===== config.mk =====
export PLATFORM = sky130hd
export DESIGN_NAME = bem_name_trim
export DESIGN_NICKNAME = d
export VERILOG_FILES = /design/src/design/bem_pkg.sv /design/src/design/bem_name_trim.sv
export SDC_FILE = /design/constraint.sdc
export NUM_CORES = 1
export LEC_CHECK = 0
export ABC_AREA = 1
export BUFFER_PORTS_ARGS = -buffer_cell sky130_fd_sc_hd__buf_2
export CAP_MARGIN = 20
export CORE_AREA = 4 4 203 205
export DETAILED_ROUTE_END_ITERATION = 10
export DIE_AREA = 0 0 207 209
export SLEW_MARGIN = 20
export SYNTH_ARGS = -nofsm -noshare
export SYNTH_HDL_FRONTEND = slang
export SYNTH_SLANG_ARGS = --single-unit

===== constraint.sdc =====
create_clock -name vclk -period 3.3
set_input_delay 0.165 -clock vclk [all_inputs]
set_output_delay 0.165 -clock vclk [all_outputs]
set_load 0.05 [all_outputs]

===== src/design/bem_pkg.sv =====
// ----------------------------------------------------------------------------
// bem_pkg: shared types and constants for the station address / name table
// Request and result payloads, slot layout, status and mode codes, FSM states.
// ----------------------------------------------------------------------------
package bem_pkg;

  localparam int ADDR_W     = 48;
  localparam int LEN_W      = 6;
  localparam int WORD_W     = 64;
  localparam int NAME_BYTES = 32;
  localparam int NAME_W     = NAME_BYTES * 8;

  localparam logic MODE_UPSERT = 1'b0;
  localparam logic MODE_LOOKUP = 1'b1;

  localparam logic [1:0] STATUS_NONE     = 2'd0;
  localparam logic [1:0] STATUS_INSERTED = 2'd1;
  localparam logic [1:0] STATUS_REVEALED = 2'd2;

  typedef enum logic [2:0] {
    S_IDLE,
    S_SCAN,
    S_READ,
    S_WRITE,
    S_DONE
  } bem_state_t;

  typedef struct packed {
    logic              mode;
    logic [ADDR_W-1:0] station_address;
    logic [LEN_W-1:0]  name_length;
    logic [WORD_W-1:0] name_word0;
    logic [WORD_W-1:0] name_word1;
    logic [WORD_W-1:0] name_word2;
    logic [WORD_W-1:0] name_word3;
  } bem_req_t;

  typedef struct packed {
    logic [1:0]        status;
    logic [LEN_W-1:0]  found_length;
    logic [WORD_W-1:0] found_word0;
    logic [WORD_W-1:0] found_word1;
    logic [WORD_W-1:0] found_word2;
    logic [WORD_W-1:0] found_word3;
  } bem_rsp_t;

  // One slot of the name store: trimmed length and name, byte 0 in low bits.
  typedef struct packed {
    logic [LEN_W-1:0]  len;
    logic [NAME_W-1:0] name;
  } bem_slot_t;

  // Top level to sequencer.
  typedef struct packed {
    logic              start;
    logic              mode;
    logic              len_ok;
    logic              len_nz;
    logic              out_free;
    logic [ADDR_W-1:0] key;
  } bem_ctrl_in_t;

  // Sequencer to top level.
  typedef struct packed {
    logic       idle;
    logic       done;
    logic       hit;
    logic [1:0] status;
    logic       ram_rd;
    logic       ram_wr;
  } bem_ctrl_out_t;

endpackage


===== src/design/bem_name_trim.sv =====
// ----------------------------------------------------------------------------
// bem_name_trim: name length and byte mask
// Count name bytes up to the first zero within the given length; zero the rest.
// ----------------------------------------------------------------------------
module bem_name_trim import bem_pkg::*; (
  input  logic [NAME_W-1:0] name_in,
  input  logic [LEN_W-1:0]  len_in,
  output logic [LEN_W-1:0]  len_out,
  output logic [NAME_W-1:0] name_out
);

  logic [NAME_BYTES-1:0] nz;
  logic [NAME_BYTES-1:0] run;

  always_comb begin
    for (int k = 0; k < NAME_BYTES; k++) begin
      nz[k] = (name_in[k*8 +: 8] != 8'd0) && (LEN_W'(k) < len_in);
    end
    run[0] = nz[0];
    for (int k = 1; k < NAME_BYTES; k++) begin
      run[k] = run[k-1] & nz[k];
    end
    // first byte that stops the name, or the full width
    len_out = LEN_W'(NAME_BYTES);
    for (int k = NAME_BYTES - 1; k >= 0; k--) begin
      if (!nz[k]) begin
        len_out = LEN_W'(k);
      end
    end
    for (int k = 0; k < NAME_BYTES; k++) begin
      name_out[k*8 +: 8] = run[k] ? name_in[k*8 +: 8] : 8'd0;
    end
  end

endmodule


==> results_dict.tcl <==
set metrics [dict create \
    status "finished, final reports clean" \
    clockBufferCount 0 \
    ys_types 33 \
    drive_gt1_share_pct 49.0 \
    worstPathMaxFanout 8 \
    setup.worst_path.class "in -> out" \
    synthTopCellsByArea "inv_1 31%, nor2_1 31%, nand2_1 7.6%" \
    p_leak_nw 5.37 \
    pin_count 524 \
    gr-total-overflow 0 \
    port_buffers 524 \
    finalSetupViolCount 0 \
    die_x_um 207 \
    antennaDiodeCount 0 \
    die_area_mm2 0.0433 \
    grt_antenna_before_repair 0 \
    crit_path_end_kind "primary output" \
    regArea_um2 0 \
    grt_setup_unrepaired "true" \
    grtUsageTotal_pct 12.5 \
    ant_nets 0 \
    wl_per_cell_um 15.5 \
    routed_wl_um 30100 \
    grt_pass1_wl_um 42000 \
    preCtsSetupSlack_ns -0.267 \
    hold_path.class "in -> out" \
    area.growth.synth_to_final_pct 124 \
    core_area_mm2 0.0395 \
    yosysWarnings 0 \
    startpoint_type "input pin" \
    final.period_utilization_pct 93.9 \
    drv_cap 0 \
    tightestPinTransition_ns 0.842 \
    drcViolationCount 0 \
    syn_area_mm2 0.00350 \
    setup_ws_ns 0.202 \
    vias_per_cell 3.59 \
    final.min_clock_period_ns 3.10 \
    dr.pass1.iters 4 \
    fill_cells 4626 \
    hold_viol 0 \
    fp-row-count 73 \
    gp_congestion 0.944 \
    slew_headroom_pct 43.4 \
    pwr_density_cell_mw_per_mm2 180 \
    irDropWorstVdd_uv 68.4 \
    vias 6940 \
    synth_most_common_cell "inv_1" \
    grt_max_degree 12 \
    fmax_mhz 323 \
    hpwl_um 27700 \
    synth_common_cells "290 x inv_1, 288 x nor2_1, 71 x nand2_1, 35 x nor4_1, 18 x nand4_1" \
    drt-initial-drc-count 333 \
    synth_top_area_share_pct 31.1 \
    avgSynthCellArea_um2 4.30 \
    slew_viol_final 0 \
    grt_pass1_vias 6896 \
    final_util_pct 19.9 \
    synth_cells 814 \
    holdBufCountCts 0 \
    seq_cell_count 0 \
    start_util_pct 8.88 \
    cp_data_required_time_ns 3.13 \
    seq_area_frac_synth_pct 0 \
    nNetsFinal 1673 \
    fin_setup_tns_ns 0 \
    total_power_mw 1.42 \
    fp.dieH_um 209 \
    cp_data_arrival_time_ns 2.93 \
    synth_top_area_cell "inv_1" \
    synth_nets 1076 \
]
==> per-layer routing <==
metal  GRT usage, %  part of all wire [%]  wire length (µm)  vias up
met5              0                     0                 0        -
met1           14.2                    38             11300     2995
met2           24.7                    53             15800      365
li1               -                     -                 -     3547
met3           1.91                   7.1              2140       33
met4           2.33                   2.6               777        0
==> cells by family after synthesis <==
group | after synthesis | share of synthesized area (%)
buf+inv | 303 | 32.6
compound gates | 48 | 8.29
simple gates | 463 | 59.1
==> timing repair <==
| action | CTS | global route |
|---|---|---|
| endpoints found under the setup margin | 75 | 75 |
| resized for setup | 35 | 93 |
| buffers inserted | 1 | 7 |
| pin swaps | 2 | 14 |
==> area by class of cell <==
cell class | instances | area (µm²) | share of cell area [%]
inverters | 301 | 1150 | 14.6
multi-input cells | 511 | 2620 | 33.3
well taps | 525 | 657 | 8.36
repair buffers | 597 | 3430 | 43.7
==> worst paths after layout <==
check | startpoint | endpoint | slack (ns) | cells after the start
worst min-delay path | name_in[207] | name_out[207] | 0.68 | 4
worst max-delay path | len_in[4] | name_out[201] | 0.20 | 26
==> layout by cell type (no fill, tap or decap), drive strengths merged, types with 6 or more instances in the layout <==
| master | n |
|---|---|
| nand2 | 77 |
| a21oi | 14 |
| inv | 299 |
| nor3 | 8 |
| nor4 | 35 |
| a31oi | 6 |
| o21ai | 17 |
| buf | 596 |
| nand4 | 18 |
| nor2 | 308 |
| nand3 | 15 |
==> where the power goes <==
| group | internal, mW | leakage, nW | switching, mW |
|---|---|---|---|
| registers | 0 | 0 | 0 |
| clock network | 0 | 0 | 0 |
| logic | 0.393 | 5.37 | 1.02 |
| total | 0.393 | 5.37 | 1.02 |
==> through the flow <==
| stage | std cells | hold WS, ns | cell area [µm²] |
|---|---|---|---|
| floorplan | 814 | 0.481 | 3620 |
| global placement | 1926 | 0.696 | 7450 |
| detailed placement | 1926 | 0.699 | 7450 |
| CTS | 1927 | 0.693 | 7540 |
| global route | 1934 | 0.696 | 7860 |
| finish | 1934 | 0.676 | 7860 |
==> critical path, cell delays in order <==
cell	delay, ns
buf_6	0.10
nor2_4	0.05
nand2_4	0.09
nor2_4	0.06
a32oi_2	0.25
nand3_2	0.15
nor2_4	0.14
nand3_4	0.11
nor2_4	0.13
nand2_4	0.07
nor2_4	0.09
inv_2	0.06
nor2_4	0.09
inv_4	0.06
nor2_8	0.09
nand2_4	0.06
nor2_4	0.08
inv_2	0.05
nor2_4	0.09
inv_4	0.06
nor2_8	0.13
inv_4	0.07
nor2_4	0.18
clkinv_4	0.16
nor2_2	0.15
buf_6	0.18
Note: power is estimated with default switching activity, not from simulation.
