File: config.mk
export PLATFORM = sky130hd
export DESIGN_NAME = bem_name_ram
export DESIGN_NICKNAME = d
export VERILOG_FILES = /design/src/design/bem_pkg.sv /design/src/design/bem_name_ram.sv
export SDC_FILE = /design/constraint.sdc
export NUM_CORES = 2
export LEC_CHECK = 0
export BUFFER_PORTS_ARGS = -buffer_cell sky130_fd_sc_hd__buf_2
export CORE_MARGIN = 5
export CORE_UTILIZATION = 35
export CTS_CLUSTER_DIAMETER = 200
export CTS_CLUSTER_SIZE = 30
export DETAILED_ROUTE_END_ITERATION = 12
export SLEW_MARGIN = 15
export SYNTH_ARGS = -nofsm -noshare
export SYNTH_HDL_FRONTEND = slang
export SYNTH_MEMORY_MAX_BITS = 65536
export SYNTH_SLANG_ARGS = --single-unit
File: constraint.sdc
create_clock -name clk -period 30.7 [get_ports clk]
set_input_delay 6.14 -clock clk [delete_from_list [all_inputs] [get_ports clk]]
set_output_delay 6.14 -clock clk [all_outputs]
set_load 0.005 [all_outputs]
File: src/design/bem_pkg.sv
// ----------------------------------------------------------------------------
// bem_pkg: shared types and constants for the station address / name table
// Request and result payloads, slot layout, status and mode codes, FSM states.
// ----------------------------------------------------------------------------
package bem_pkg;

  localparam int ADDR_W     = 48;
  localparam int LEN_W      = 6;
  localparam int WORD_W     = 64;
  localparam int NAME_BYTES = 32;
  localparam int NAME_W     = NAME_BYTES * 8;

  localparam logic MODE_UPSERT = 1'b0;
  localparam logic MODE_LOOKUP = 1'b1;

  localparam logic [1:0] STATUS_NONE     = 2'd0;
  localparam logic [1:0] STATUS_INSERTED = 2'd1;
  localparam logic [1:0] STATUS_REVEALED = 2'd2;

  typedef enum logic [2:0] {
    S_IDLE,
    S_SCAN,
    S_READ,
    S_WRITE,
    S_DONE
  } bem_state_t;

  typedef struct packed {
    logic              mode;
    logic [ADDR_W-1:0] station_address;
    logic [LEN_W-1:0]  name_length;
    logic [WORD_W-1:0] name_word0;
    logic [WORD_W-1:0] name_word1;
    logic [WORD_W-1:0] name_word2;
    logic [WORD_W-1:0] name_word3;
  } bem_req_t;

  typedef struct packed {
    logic [1:0]        status;
    logic [LEN_W-1:0]  found_length;
    logic [WORD_W-1:0] found_word0;
    logic [WORD_W-1:0] found_word1;
    logic [WORD_W-1:0] found_word2;
    logic [WORD_W-1:0] found_word3;
  } bem_rsp_t;

  // One slot of the name store: trimmed length and name, byte 0 in low bits.
  typedef struct packed {
    logic [LEN_W-1:0]  len;
    logic [NAME_W-1:0] name;
  } bem_slot_t;

  // Top level to sequencer.
  typedef struct packed {
    logic              start;
    logic              mode;
    logic              len_ok;
    logic              len_nz;
    logic              out_free;
    logic [ADDR_W-1:0] key;
  } bem_ctrl_in_t;

  // Sequencer to top level.
  typedef struct packed {
    logic       idle;
    logic       done;
    logic       hit;
    logic [1:0] status;
    logic       ram_rd;
    logic       ram_wr;
  } bem_ctrl_out_t;

endpackage

File: src/design/bem_name_ram.sv
// ----------------------------------------------------------------------------
// bem_name_ram: per-slot name store
// One write port and one registered read port at a shared slot index.
// ----------------------------------------------------------------------------
module bem_name_ram import bem_pkg::*; #(
  parameter int DEPTH = 16,
  parameter int IW    = 4
) (
  input  logic            clk,
  input  logic            rd_en,
  input  logic            wr_en,
  input  logic [IW-1:0]   idx,
  input  bem_slot_t       wr_slot,
  output bem_slot_t       rd_slot
);

  bem_slot_t mem [DEPTH];

  always_ff @(posedge clk) begin
    if (wr_en) begin
      mem[idx] <= wr_slot;
    end
  end

  always_ff @(posedge clk) begin
    if (rd_en) begin
      rd_slot <= mem[idx];
    end
  end

endmodule

==> tab_implementation.tex <==
\begin{tabular}{lr}
\hline
Metric & Value \\
\hline
\multicolumn{2}{l}{\textbf{Setup path}} \\
\quad Top cell by count, worst path & buf\_4 \\
\quad Reg-to-reg setup timing slack & 28.80 ns \\
\quad Required time at the endpoint of the critical path & 31.37 ns \\
\quad Category of the worst setup path capture point & register \\
\quad Worst path top cell family by delay & buffers and inverters \\
\quad Worst reg2reg path endpoint & rd\_slot[131] \\
\quad CP bufs+invs & 7 \\
\quad Arrival time of the worst setup path & 12.60 ns \\
\quad Largest driver fanout on the critical path & 146 \\
\quad Cell-by-cell trace of the critical path & buf\_8 > buf\_4 > buf\_4 > buf\_4 > buf\_4 > buf\_4 > buf\_12 > mux4\_2 > a22oi\_1 > nand2\_1 \\
\quad Depth of the most critical reg-to-reg path & 3 \\
\quad Highest cell delay on the worst timing path & 0.82 ns \\
\quad Startpoint of the worst register-to-register path & mem[2][131] \\
\quad Class of the most critical setup path & input port to register \\
\quad Cell with the largest stage delay on the worst path & buf\_4 \\
\quad Startpoint type of the worst setup path & input port \\
\multicolumn{2}{l}{\textbf{Cells and area}} \\
\quad Share of final-layout standard cells stronger than drive strength 1 & 0.271 \\
\quad Fin nets & 7,459 \\
\quad Fillers & 41,000 \\
\quad Area used by sequential logic in the layout & 134,000 um\^{}2 \\
\quad Area of all placed cells without fillers & 179,000 um\^{}2 \\
\quad Area overhead of the layout relative to synthesis & 9.24\% \\
\quad Area of the multi-input gates & 28,800 um\^{}2 \\
\multicolumn{2}{l}{\textbf{Clocking}} \\
\quad Clock tree from TritonCTS & built \\
\quad Post-cts repair resize count & 0 \\
\quad Count of H-tree levels built during CTS & 4 \\
\quad Clk Latency, worst-skew pair & 0.95 ns \\
\quad Cts bufs inserted & 171 \\
\quad Total setup buffers inserted after CTS & 0 \\
\quad Post-CTS Hold Buffers & 0 \\
\quad Buffer cell driving the clock tree root & clkbuf\_16 \\
\quad Buffer levels on the longest clock path & 4 \\
\quad Clock sinks & 4,454 \\
\quad Clock Pin Slew Worst Setup and Hold Paths & 0.11 ns \\
\multicolumn{2}{l}{\textbf{Floorplanning}} \\
\quad Die Outline Area & 482,000 um\^{}2 \\
\quad Total number of placement rows & 251 \\
\quad Initial core utilization & 0.351 \\
\quad Die Span Y & 694 um \\
\quad Number of top-level pins & 531 \\
\quad Horizontal extent of the die & 694 um \\
\quad Placeable core region & 467,000 um\^{}2 \\
\multicolumn{2}{l}{\textbf{Min path}} \\
\quad Hold Crit Depth & 3 \\
\quad End point of the worst hold path & rd\_slot[166] \\
\quad Startpoint of the tightest hold check path & mem[14][166] \\
\quad Hold/Removal Path Class & register to register \\
\multicolumn{2}{l}{\textbf{Detailed routing}} \\
\quad Total via count after detailed routing & 73,200 \\
\quad Routed Antenna Nets & 0 \\
\quad Total iterations of the first detailed-routing run & 7 \\
\quad Total wire length after detailed routing & 407 mm \\
\quad Number of DRC violations after detailed routing & 0 \\
\quad Average wire per cell in the routed design & 30.2 um \\
\quad Initial detailed-routing violation count & 8,387 \\
\quad Avg Vias per Cell & 5.44 \\
\multicolumn{2}{l}{\textbf{Placed design}} \\
\quad Detailed placement HPWL & 210 mm \\
\quad I/O Buffers & 530 \\
\quad Placed instance area & 174,000 um\^{}2 \\
\quad Placer congestion estimate & 0.716 \\
\quad Placement-stage worst setup slack & 17.78 ns \\
\multicolumn{2}{l}{\textbf{Logic synthesis}} \\
\quad Top-area cell type share of the netlist area & 0.816 \\
\quad Yosys warnings & 0 \\
\quad Most frequent cell after synthesis & edfxtp\_1 \\
\quad Syn Nets & 6,935 \\
\quad Synth Instances & 6,666 \\
\quad Fraction of the yosys area taken by sequential cells & 0.816 \\
\quad Distinct cells, synth & 17 \\
\quad Average instance area after synthesis & 24.6 um\^{}2 \\
\quad Area contributors post-synth & edfxtp\_1 82\%, mux4\_2 14\%, a22oi\_1 2.4\% \\
\quad Fraction of registers with async set or reset after synthesis & 0 \\
\quad Most instantiated flip-flop cell in the synthesis netlist & edfxtp\_1 \\
\quad Netlist area before placement & 164,000 um\^{}2 \\
\quad Biggest area consumer among synthesized cells & edfxtp\_1 \\
\quad EDFF count, synth & 4,454 \\
\quad Number of synthesized register bits & 4,454 \\
\quad Ranking of synthesized cells by instance count & 4,454 x edfxtp\_1, 1,048 x mux4\_2, 524 x a22oi\_1, 263 x nand2\_1, 146 x clkbuf\_1 \\
\multicolumn{2}{l}{\textbf{STA}} \\
\quad Final setup slack of the worst path & 18.78 ns \\
\quad Final cycle utilization of the critical path & 0.388 \\
\quad Final-report hold violation count & 0 \\
\quad Time the worst path needs with I/O delays and setup & 11.92 ns \\
\quad Fmax & 83.9 MHz \\
\quad Worst setup skew after layout & 0.0515 ns \\
\quad Unrepaired setup endpoints after global routing & no \\
\quad Rel. slew slack & 0.247 \\
\quad Final Max Tran Viols & 0 \\
\quad Total setup violations reported at the end of the flow & 0 \\
\quad Total Neg Setup Slack & 0 ns \\
\quad Transition time at the pin with the least slew margin & 1.13 ns \\
\multicolumn{2}{l}{\textbf{Job}} \\
\quad Number of maximum-capacitance constraint violations & 0 \\
\multicolumn{2}{l}{\textbf{Pwr}} \\
\quad Lkg Pwr & 54.6 nW \\
\quad Power density over the cells & 57.2 nW/um\^{}2 \\
\quad Worst ir drop on vdd & 0.0000404 V \\
\multicolumn{2}{l}{\textbf{Outcome}} \\
\quad Run status & complete, no violations \\
\multicolumn{2}{l}{\textbf{Global route}} \\
\quad Wire length of the first global-routing pass & 574 mm \\
\quad Pin count of the biggest net entering global routing & 147 \\
\quad Number of antenna violations at the first check in global routing & 152 \\
\quad Via count of the first global-routing pass & 76,200 \\
\quad Global-route usage over all layers & 0.165 \\
\quad Congestion Overflow GR & 0 \\
\hline
\end{tabular}
## layout by cell type (no fill, tap or decap)
cell / n
buf_2: 527
and2_4: 1
diode_2: 53
inv_16: 1
a22oi_1: 524
or3b_2: 1
nand3_1: 1
mux4_2: 1048
nor2b_4: 2
nor2_4: 13
clkbuf_16: 172
clkinv_8: 5
nand2_1: 263
clkinvlp_4: 1
buf_8: 2
nand2b_1: 2
nor3_2: 4
buf_12: 19
buf_4: 154
clkinv_16: 2
nand3b_1: 2
inv_6: 3
edfxtp_1: 4454
## kinds of logic after synthesis
kind of cell           share of synthesized area
AOI/OAI and AO/OA                         0.0240
buffers and inverters                    0.00960
DFF                                        0.816
muxes                                      0.144
and+or+nand+nor                          0.00682
## worst register-to-register path: cells and delay by family, from the launching register on
kind | cells | cell delay, ns
AOI/OAI and AO/OA | 1 | 0.19
and+or+nand+nor | 1 | 0.44
DFF | 1 | 0.38
muxes | 1 | 0.48
## power by group
part / leakage [nW] / switching, mW / internal, mW
clock network: 2.20 / 1.75 / 1.03
registers: 40.5 / 0.0474 / 6.84
logic: 11.9 / 0.356 / 0.223
total: 54.6 / 2.15 / 8.09
## state kept, by name, indices dropped and copies added, names as in the netlist
signal and cells:
rd_slot 262, mem 4192
## metrics by stage
step / std cells / utilization / power [mW] / hold slack [ns]
after CTS: 13400 / 0.383 / 10.4 / 0.729
final: 13500 / 0.384 / 10.2 / 0.744
after floorplan: 6666 / - / 7.36 / 0.710
after detailed placement: 13200 / 0.374 / 7.62 / 0.728
after global placement: 13200 / 0.374 / 7.60 / 0.719
after global routing: 13400 / 0.383 / 10.6 / 0.772
## cell type report
cell class | count | share of cell area
Tap cell | 6198 | 0.0433
Multi-Input combinational cell | 1861 | 0.161
Antenna cell | 53 | 0.000740
Clock buffer | 172 | 0.0240
Clock inverter | 12 | 0.00109
Sequential cell | 4454 | 0.747
Timing Repair Buffer | 702 | 0.0235
## layer usage
metal / up-vias / global-route usage / routed length, um / part of all wire
li1: 29600 / - / - / -
met3: 532 / 0.0323 / 30700 / 0.076
met1: 40400 / 0.227 / 166000 / 0.41
met5: - / 0 / 460 / 0.0011
met4: 72 / 0.0386 / 9450 / 0.023
met2: 2611 / 0.272 / 200000 / 0.49
## how the worst max path moves through the flow
stage / cells past startpoint / from / end / slack (ns)
floorplan: 4 / idx[0] / mem[0][0] / 5.06
global placement: 10 / idx[1] / rd_slot[245] / 17.89
detailed placement: 10 / idx[1] / rd_slot[252] / 17.78
CTS: 10 / idx[1] / rd_slot[252] / 18.83
global route: 10 / idx[1] / rd_slot[187] / 18.57
finish: 10 / idx[1] / rd_slot[237] / 18.78
No activity file was read; power rests on OpenSTA's default activity.
