File: config.mk
export PLATFORM = sky130hd
export DESIGN_NAME = bem_ctrl
export DESIGN_NICKNAME = d
export VERILOG_FILES = /design/src/design/bem_pkg.sv /design/src/design/bem_ctrl.sv
export SDC_FILE = /design/constraint.sdc
export NUM_CORES = 1
export LEC_CHECK = 0
export BUFFER_PORTS_ARGS = -buffer_cell sky130_fd_sc_hd__buf_4
export CAP_MARGIN = 20
export CORE_UTILIZATION = 55
export DETAILED_ROUTE_END_ITERATION = 8
export PLACE_DENSITY = 0.8
export SLEW_MARGIN = 20
export SYNTH_ARGS = -nofsm -noshare
export SYNTH_HDL_FRONTEND = slang
export SYNTH_SLANG_ARGS = --single-unit
File: constraint.sdc
create_clock -name clk -period 7.2 [get_ports clk]
set_input_delay 1.08 -clock clk [delete_from_list [all_inputs] [get_ports clk]]
set_output_delay 1.08 -clock clk [all_outputs]
set_load 0.05 [all_outputs]
File: src/design/bem_pkg.sv
// ----------------------------------------------------------------------------
// bem_pkg: shared types and constants for the station address / name table
// Request and result payloads, slot layout, status and mode codes, FSM states.
// ----------------------------------------------------------------------------
package bem_pkg;

  localparam int ADDR_W     = 48;
  localparam int LEN_W      = 6;
  localparam int WORD_W     = 64;
  localparam int NAME_BYTES = 32;
  localparam int NAME_W     = NAME_BYTES * 8;

  localparam logic MODE_UPSERT = 1'b0;
  localparam logic MODE_LOOKUP = 1'b1;

  localparam logic [1:0] STATUS_NONE     = 2'd0;
  localparam logic [1:0] STATUS_INSERTED = 2'd1;
  localparam logic [1:0] STATUS_REVEALED = 2'd2;

  typedef enum logic [2:0] {
    S_IDLE,
    S_SCAN,
    S_READ,
    S_WRITE,
    S_DONE
  } bem_state_t;

  typedef struct packed {
    logic              mode;
    logic [ADDR_W-1:0] station_address;
    logic [LEN_W-1:0]  name_length;
    logic [WORD_W-1:0] name_word0;
    logic [WORD_W-1:0] name_word1;
    logic [WORD_W-1:0] name_word2;
    logic [WORD_W-1:0] name_word3;
  } bem_req_t;

  typedef struct packed {
    logic [1:0]        status;
    logic [LEN_W-1:0]  found_length;
    logic [WORD_W-1:0] found_word0;
    logic [WORD_W-1:0] found_word1;
    logic [WORD_W-1:0] found_word2;
    logic [WORD_W-1:0] found_word3;
  } bem_rsp_t;

  // One slot of the name store: trimmed length and name, byte 0 in low bits.
  typedef struct packed {
    logic [LEN_W-1:0]  len;
    logic [NAME_W-1:0] name;
  } bem_slot_t;

  // Top level to sequencer.
  typedef struct packed {
    logic              start;
    logic              mode;
    logic              len_ok;
    logic              len_nz;
    logic              out_free;
    logic [ADDR_W-1:0] key;
  } bem_ctrl_in_t;

  // Sequencer to top level.
  typedef struct packed {
    logic       idle;
    logic       done;
    logic       hit;
    logic [1:0] status;
    logic       ram_rd;
    logic       ram_wr;
  } bem_ctrl_out_t;

endpackage

File: src/design/bem_ctrl.sv
// ----------------------------------------------------------------------------
// bem_ctrl: table sequencer and address scan
// Walk the address store one slot a cycle through a single compare unit,
// latch the first match and first free slot, then read, update and finish.
// ----------------------------------------------------------------------------
module bem_ctrl import bem_pkg::*; #(
  parameter int TABLE_ENTRIES = 16,
  parameter int IW            = 4
) (
  input  logic             clk,
  input  logic             rst_n,
  input  bem_ctrl_in_t     ctl_in,
  input  logic [LEN_W-1:0] stored_len,
  output bem_ctrl_out_t    ctl_out,
  output logic [IW-1:0]    ram_idx
);

  localparam logic [IW-1:0] LAST = IW'(TABLE_ENTRIES - 1);

  bem_state_t        state_r, state_nxt;
  logic [IW-1:0]     issue_idx_r;
  logic              issuing_r;
  logic [IW-1:0]     q_idx_r;
  logic              q_live_r;
  logic [ADDR_W-1:0] addr_q_r;
  logic              valid_q_r;
  logic              hit_r;
  logic [IW-1:0]     hit_idx_r;
  logic              free_r;
  logic [IW-1:0]     free_idx_r;
  logic [1:0]        status_r, status_nxt;
  logic              valid_r [TABLE_ENTRIES];
  logic [ADDR_W-1:0] addr_mem [TABLE_ENTRIES];

  logic start_scan;
  logic scanning;
  logic match;
  logic vacant;

  assign start_scan = (state_r == S_IDLE) && ctl_in.start;
  assign scanning   = (state_r == S_SCAN);
  assign match      = q_live_r && valid_q_r && (addr_q_r == ctl_in.key);
  assign vacant     = q_live_r && !valid_q_r;
  assign ram_idx    = hit_r ? hit_idx_r : free_idx_r;

  always_comb begin
    state_nxt      = state_r;
    status_nxt     = status_r;
    ctl_out.idle   = 1'b0;
    ctl_out.done   = 1'b0;
    ctl_out.hit    = hit_r;
    ctl_out.status = status_r;
    ctl_out.ram_rd = 1'b0;
    ctl_out.ram_wr = 1'b0;
    unique case (state_r)
      S_IDLE: begin
        ctl_out.idle = 1'b1;
        if (ctl_in.start) begin
          status_nxt = STATUS_NONE;
          state_nxt  = S_SCAN;
        end
      end
      S_SCAN: begin
        if (q_live_r && (q_idx_r == LAST)) begin
          state_nxt = S_READ;
        end
      end
      S_READ: begin
        ctl_out.ram_rd = 1'b1;
        state_nxt      = S_WRITE;
      end
      S_WRITE: begin
        state_nxt = S_DONE;
        if ((ctl_in.mode == MODE_UPSERT) && ctl_in.len_ok) begin
          if (hit_r) begin
            if ((stored_len == '0) && ctl_in.len_nz) begin
              ctl_out.ram_wr = 1'b1;
              status_nxt     = STATUS_REVEALED;
            end
          end else if (free_r) begin
            ctl_out.ram_wr = 1'b1;
            status_nxt     = STATUS_INSERTED;
          end
        end
      end
      S_DONE: begin
        if (ctl_in.out_free) begin
          ctl_out.done = 1'b1;
          state_nxt    = S_IDLE;
        end
      end
      default: begin
        state_nxt = S_IDLE;
      end
    endcase
  end

  always_ff @(posedge clk) begin
    if (!rst_n) begin
      state_r <= S_IDLE;
    end else begin
      state_r <= state_nxt;
    end
  end

  // control flags and valid bits
  always_ff @(posedge clk) begin
    if (!rst_n) begin
      issuing_r <= 1'b0;
      q_live_r  <= 1'b0;
      hit_r     <= 1'b0;
      free_r    <= 1'b0;
      for (int i = 0; i < TABLE_ENTRIES; i++) begin
        valid_r[i] <= 1'b0;
      end
    end else begin
      q_live_r <= scanning && issuing_r;
      if (start_scan) begin
        issuing_r <= 1'b1;
        hit_r     <= 1'b0;
        free_r    <= 1'b0;
      end else if (scanning) begin
        if (issuing_r && (issue_idx_r == LAST)) begin
          issuing_r <= 1'b0;
        end
        if (match) begin
          hit_r <= 1'b1;
        end
        if (vacant) begin
          free_r <= 1'b1;
        end
      end
      if (ctl_out.ram_wr && !hit_r) begin
        valid_r[free_idx_r] <= 1'b1;
      end
    end
  end

  // scan datapath: registered read of the address store, then compare
  always_ff @(posedge clk) begin
    if (start_scan) begin
      issue_idx_r <= '0;
    end else if (scanning && issuing_r) begin
      issue_idx_r <= issue_idx_r + 1'b1;
    end
    addr_q_r  <= addr_mem[issue_idx_r];
    valid_q_r <= valid_r[issue_idx_r];
    q_idx_r   <= issue_idx_r;
    // keep only the first match and the first free slot
    if (scanning && match && !hit_r) begin
      hit_idx_r <= q_idx_r;
    end
    if (scanning && vacant && !free_r) begin
      free_idx_r <= q_idx_r;
    end
    status_r <= status_nxt;
    if (ctl_out.ram_wr && !hit_r) begin
      addr_mem[free_idx_r] <= ctl_in.key;
    end
  end

endmodule
==> summary.md <==
| Metric | Value |
|---|---|
| Initial Util | `55.53%` |
| Post-CTS sizing | `0` |
| Site Rows | `88` |
| CP startpoint kind | `register` |
| Clk Latency, worst-skew pair | `0.62 ns` |
| Crit path kind | `reg2out` |
| Unrepaired setup endpoints after global routing | `false` |
| Total of max-cap violations | `0` |
| Synth top area share | `73.07%` |
| Die area | `59100 um2` |
| Port Buf Inserts | `71` |
| Cell area after layout | `36030 um2` |
| Global-route wire length before repair | `98380 um` |
| Ys Warns | `0` |
| Root Driver | `clkbuf_16` |
| Post-synth EDFFs | `778` |
| Initial antenna violation count | `3` |
| CP arrival | `2.16 ns` |
| Synth Area per Inst | `24.06 um2` |
| Detailed-placement wirelength estimate | `32820 um` |
| Inserted Diodes | `0` |
| Fillcell total | `3662` |
| Layout cells sized above 1 | `31.74%` |
| Clk sinks | `858` |
| Worst slew pin tran | `1.001 ns` |
| Seq/Total Area, Yosys | `78.07%` |
| Worst-case clock buffer depth | `3` |
| Drt total wl | `65620 um` |
| Maximum VDD drop | `0.2402 mV` |
| Cell Area, Synth | `31970 um2` |
| Final Wtd Congestion | `0.7526` |
| Synth-to-Final Area Change | `12.68%` |
| DRT iter0 DRCs | `1596` |
| Biggest area consumer among synthesized cells | `edfxtp_1` |
| #FFs+latches synth | `858` |
| H-tree depth | `3` |
| Placeable Area | `57590 um2` |
| Syn_nets | `1391` |
| Outcome | `completed` |
| CTS tree | `done` |
| Critical path capture point type | `primary output` |
| Inst Count DP | `2124` |
| Crit path required time | `6.12 ns` |
| Netlist cell types | `34` |
| Skew final | `0.01379 ns` |
| Total CTS buffers | `82` |
| Fin Setup TNS | `0 ns` |
| Synth async-reset ratio | `0%` |
| Crit path time final | `3.238 ns` |
| Vias in the first global route | `15.16k` |
| Final hold vios | `0` |
| Post-synth top cells | `778 x edfxtp_1, 245 x mux4_2, 80 x dfxtp_1` |
| Mapped Cells | `1329` |
| Die Wd | `243.1 um` |
| Slew headroom | `33.27%` |
| Io pins | `72` |
| Largest net degree at the start of global routing | `104` |
| Count of pins over their slew limit | `0` |
| Placed cell areas | `33430 um2` |
| Fmax | `308.8 MHz` |
| Synth Flop Type | `edfxtp_1` |
| Leakage | `0.01097 uW` |
| Fin cells | `2271` |
| Area contributors post-synth | `edfxtp_1 73%, mux4_2 17%, dfxtp_1 5.0%` |
| Die Y | `243.1 um` |
| Count leader, synth | `edfxtp_1` |
| Drt first pass iters | `5` |
| Class of the tightest hold or removal check | `reg2reg` |
| Clock Pin Slew Worst Setup and Hold Paths | `0.06 ns` |
| Routed Antenna Nets | `0` |
| Cts-stage hold buffer count | `0` |
| DRC Markers | `0` |
| Total gr overflow | `0` |
| GRT Overall Usage | `22.90%` |
| WL/cell | `28.90 um` |
| Final #Nets | `1505` |
| Final setup fails | `0` |
| Via Count | `14.26k` |
| Final Cycle Share | `44.97%` |
| Via/cell ratio | `6.280` |
| Post-CTS setup buffer count | `0` |
| Power per Cell Area | `293.9 nW/um2` |
| CP Max Fanout | `9` |
[layer usage]
| layer | up-vias | share of wire (%) | GRT usage [%] |
|---|---|---|---|
| li1 | 5865 | - | - |
| met1 | 7602 | 39 | 31.00 |
| met2 | 659 | 51 | 38.18 |
| met3 | 131 | 7.3 | 4.323 |
| met4 | 4 | 2.5 | 6.974 |
| met5 | - | 0.038 | 0 |
[worst max-delay path, stage by stage (launching register included)]
cell	delay [ns]
dfxtp_1	0.52
inv_1	0.14
nor4_1	0.32
a21oi_1	0.11
nor3_1	0.20
buf_4	0.24
[power breakdown]
group | total, uW | internal, uW | leakage (uW) | switching (uW)
logic | 867 | 466 | 0.00204 | 401
registers | 5550 | 5480 | 0.00766 | 71.3
clock network | 4170 | 2400 | 0.00127 | 1770
[worst paths after layout]
path | slack [ns] | from | depth (start not counted) | to
worst max-delay path | 3.96 | hit_r | 5 | ctl_out[0]
worst min-delay path | 0.47 | valid_r[7] | 1 | valid_r[7]
worst max register to register | 4.28 | hit_r | 5 | addr_mem[1][14]
worst min register to register | 0.47 | valid_r[7] | 1 | valid_r[7]
[flip-flops by register name (all words and copies together), names as in the netlist]
register and count:
addr_mem 768, addr_q_r 48, free_idx_r 4, free_r 1, hit_idx_r 4, hit_r 1, issue_idx_r 4, issuing_r 1
q_idx_r 4, q_live_r 1, state_r 3, status_r 2, valid_q_r 1, valid_r 16
[cell usage in the layout (no fill, tap or decap), types with 2 or more instances in the layout]
cell and n:
clkbuf_8 10, nor2_1 12, clkinv_1 12, nand2b_1 4, clkinv_2 10, clkbuf_1 20
nand3b_1 2, clkbuf_16 83, clkinv_4 2, buf_4 91, nor3b_1 2, nor2b_1 2
nand3_1 2, dfxtp_1 76, buf_12 3, nor3_1 5, a21oi_1 3, inv_6 4
edfxtp_1 778, bufinv_16 5, nor4_1 4, mux2_2 4, or3b_1 2, nor3_2 4
mux4_2 245, o21a_1 19, nand2_1 6, nand4_1 15, nor2_4 12, xnor2_1 48
nor4b_1 3, dfxtp_4 4, xor2_1 4
[layout make-up]
| class | instances | area (um2) | area share (%) |
|---|---|---|---|
| Sequential cell | 858 | 24980 | 69.33 |
| Inverter | 1 | 3.754 | 0.01042 |
| Tap cell | 765 | 957.2 | 2.657 |
| Multi-Input combinational cell | 406 | 6750 | 18.74 |
| Clock buffer | 113 | 2290 | 6.355 |
| Timing Repair Buffer | 94 | 743.2 | 2.063 |
| Clock inverter | 34 | 305.3 | 0.8474 |
[stage by stage]
stage               hold slack [ns]  utilization [%]  total power [uW]  setup WS [ns]
finish                       0.4669            62.57             10590          3.962
global route                 0.4852            62.57             10890          3.756
CTS                          0.4665            62.57             10660          3.939
detailed placement           0.4525            58.06              6533          3.585
global placement             0.4424            58.06              6511          3.647
floorplan                    0.3290                -              6303          1.515
[cell families after synthesis]
| group | Yosys count | share of synthesized area, % |
|---|---|---|
| AO/OA/AOI/OAI | 22 | 0.4931 |
| buffers and inverters | 65 | 1.158 |
| XOR/XNOR | 52 | 1.424 |
| AND/OR/NAND/NOR | 81 | 1.381 |
| multiplexers | 250 | 17.43 |
| adder cells (fa/ha/maj) | 1 | 0.03913 |
| flip-flops | 858 | 78.07 |
(Power assumes the default switching activity.)
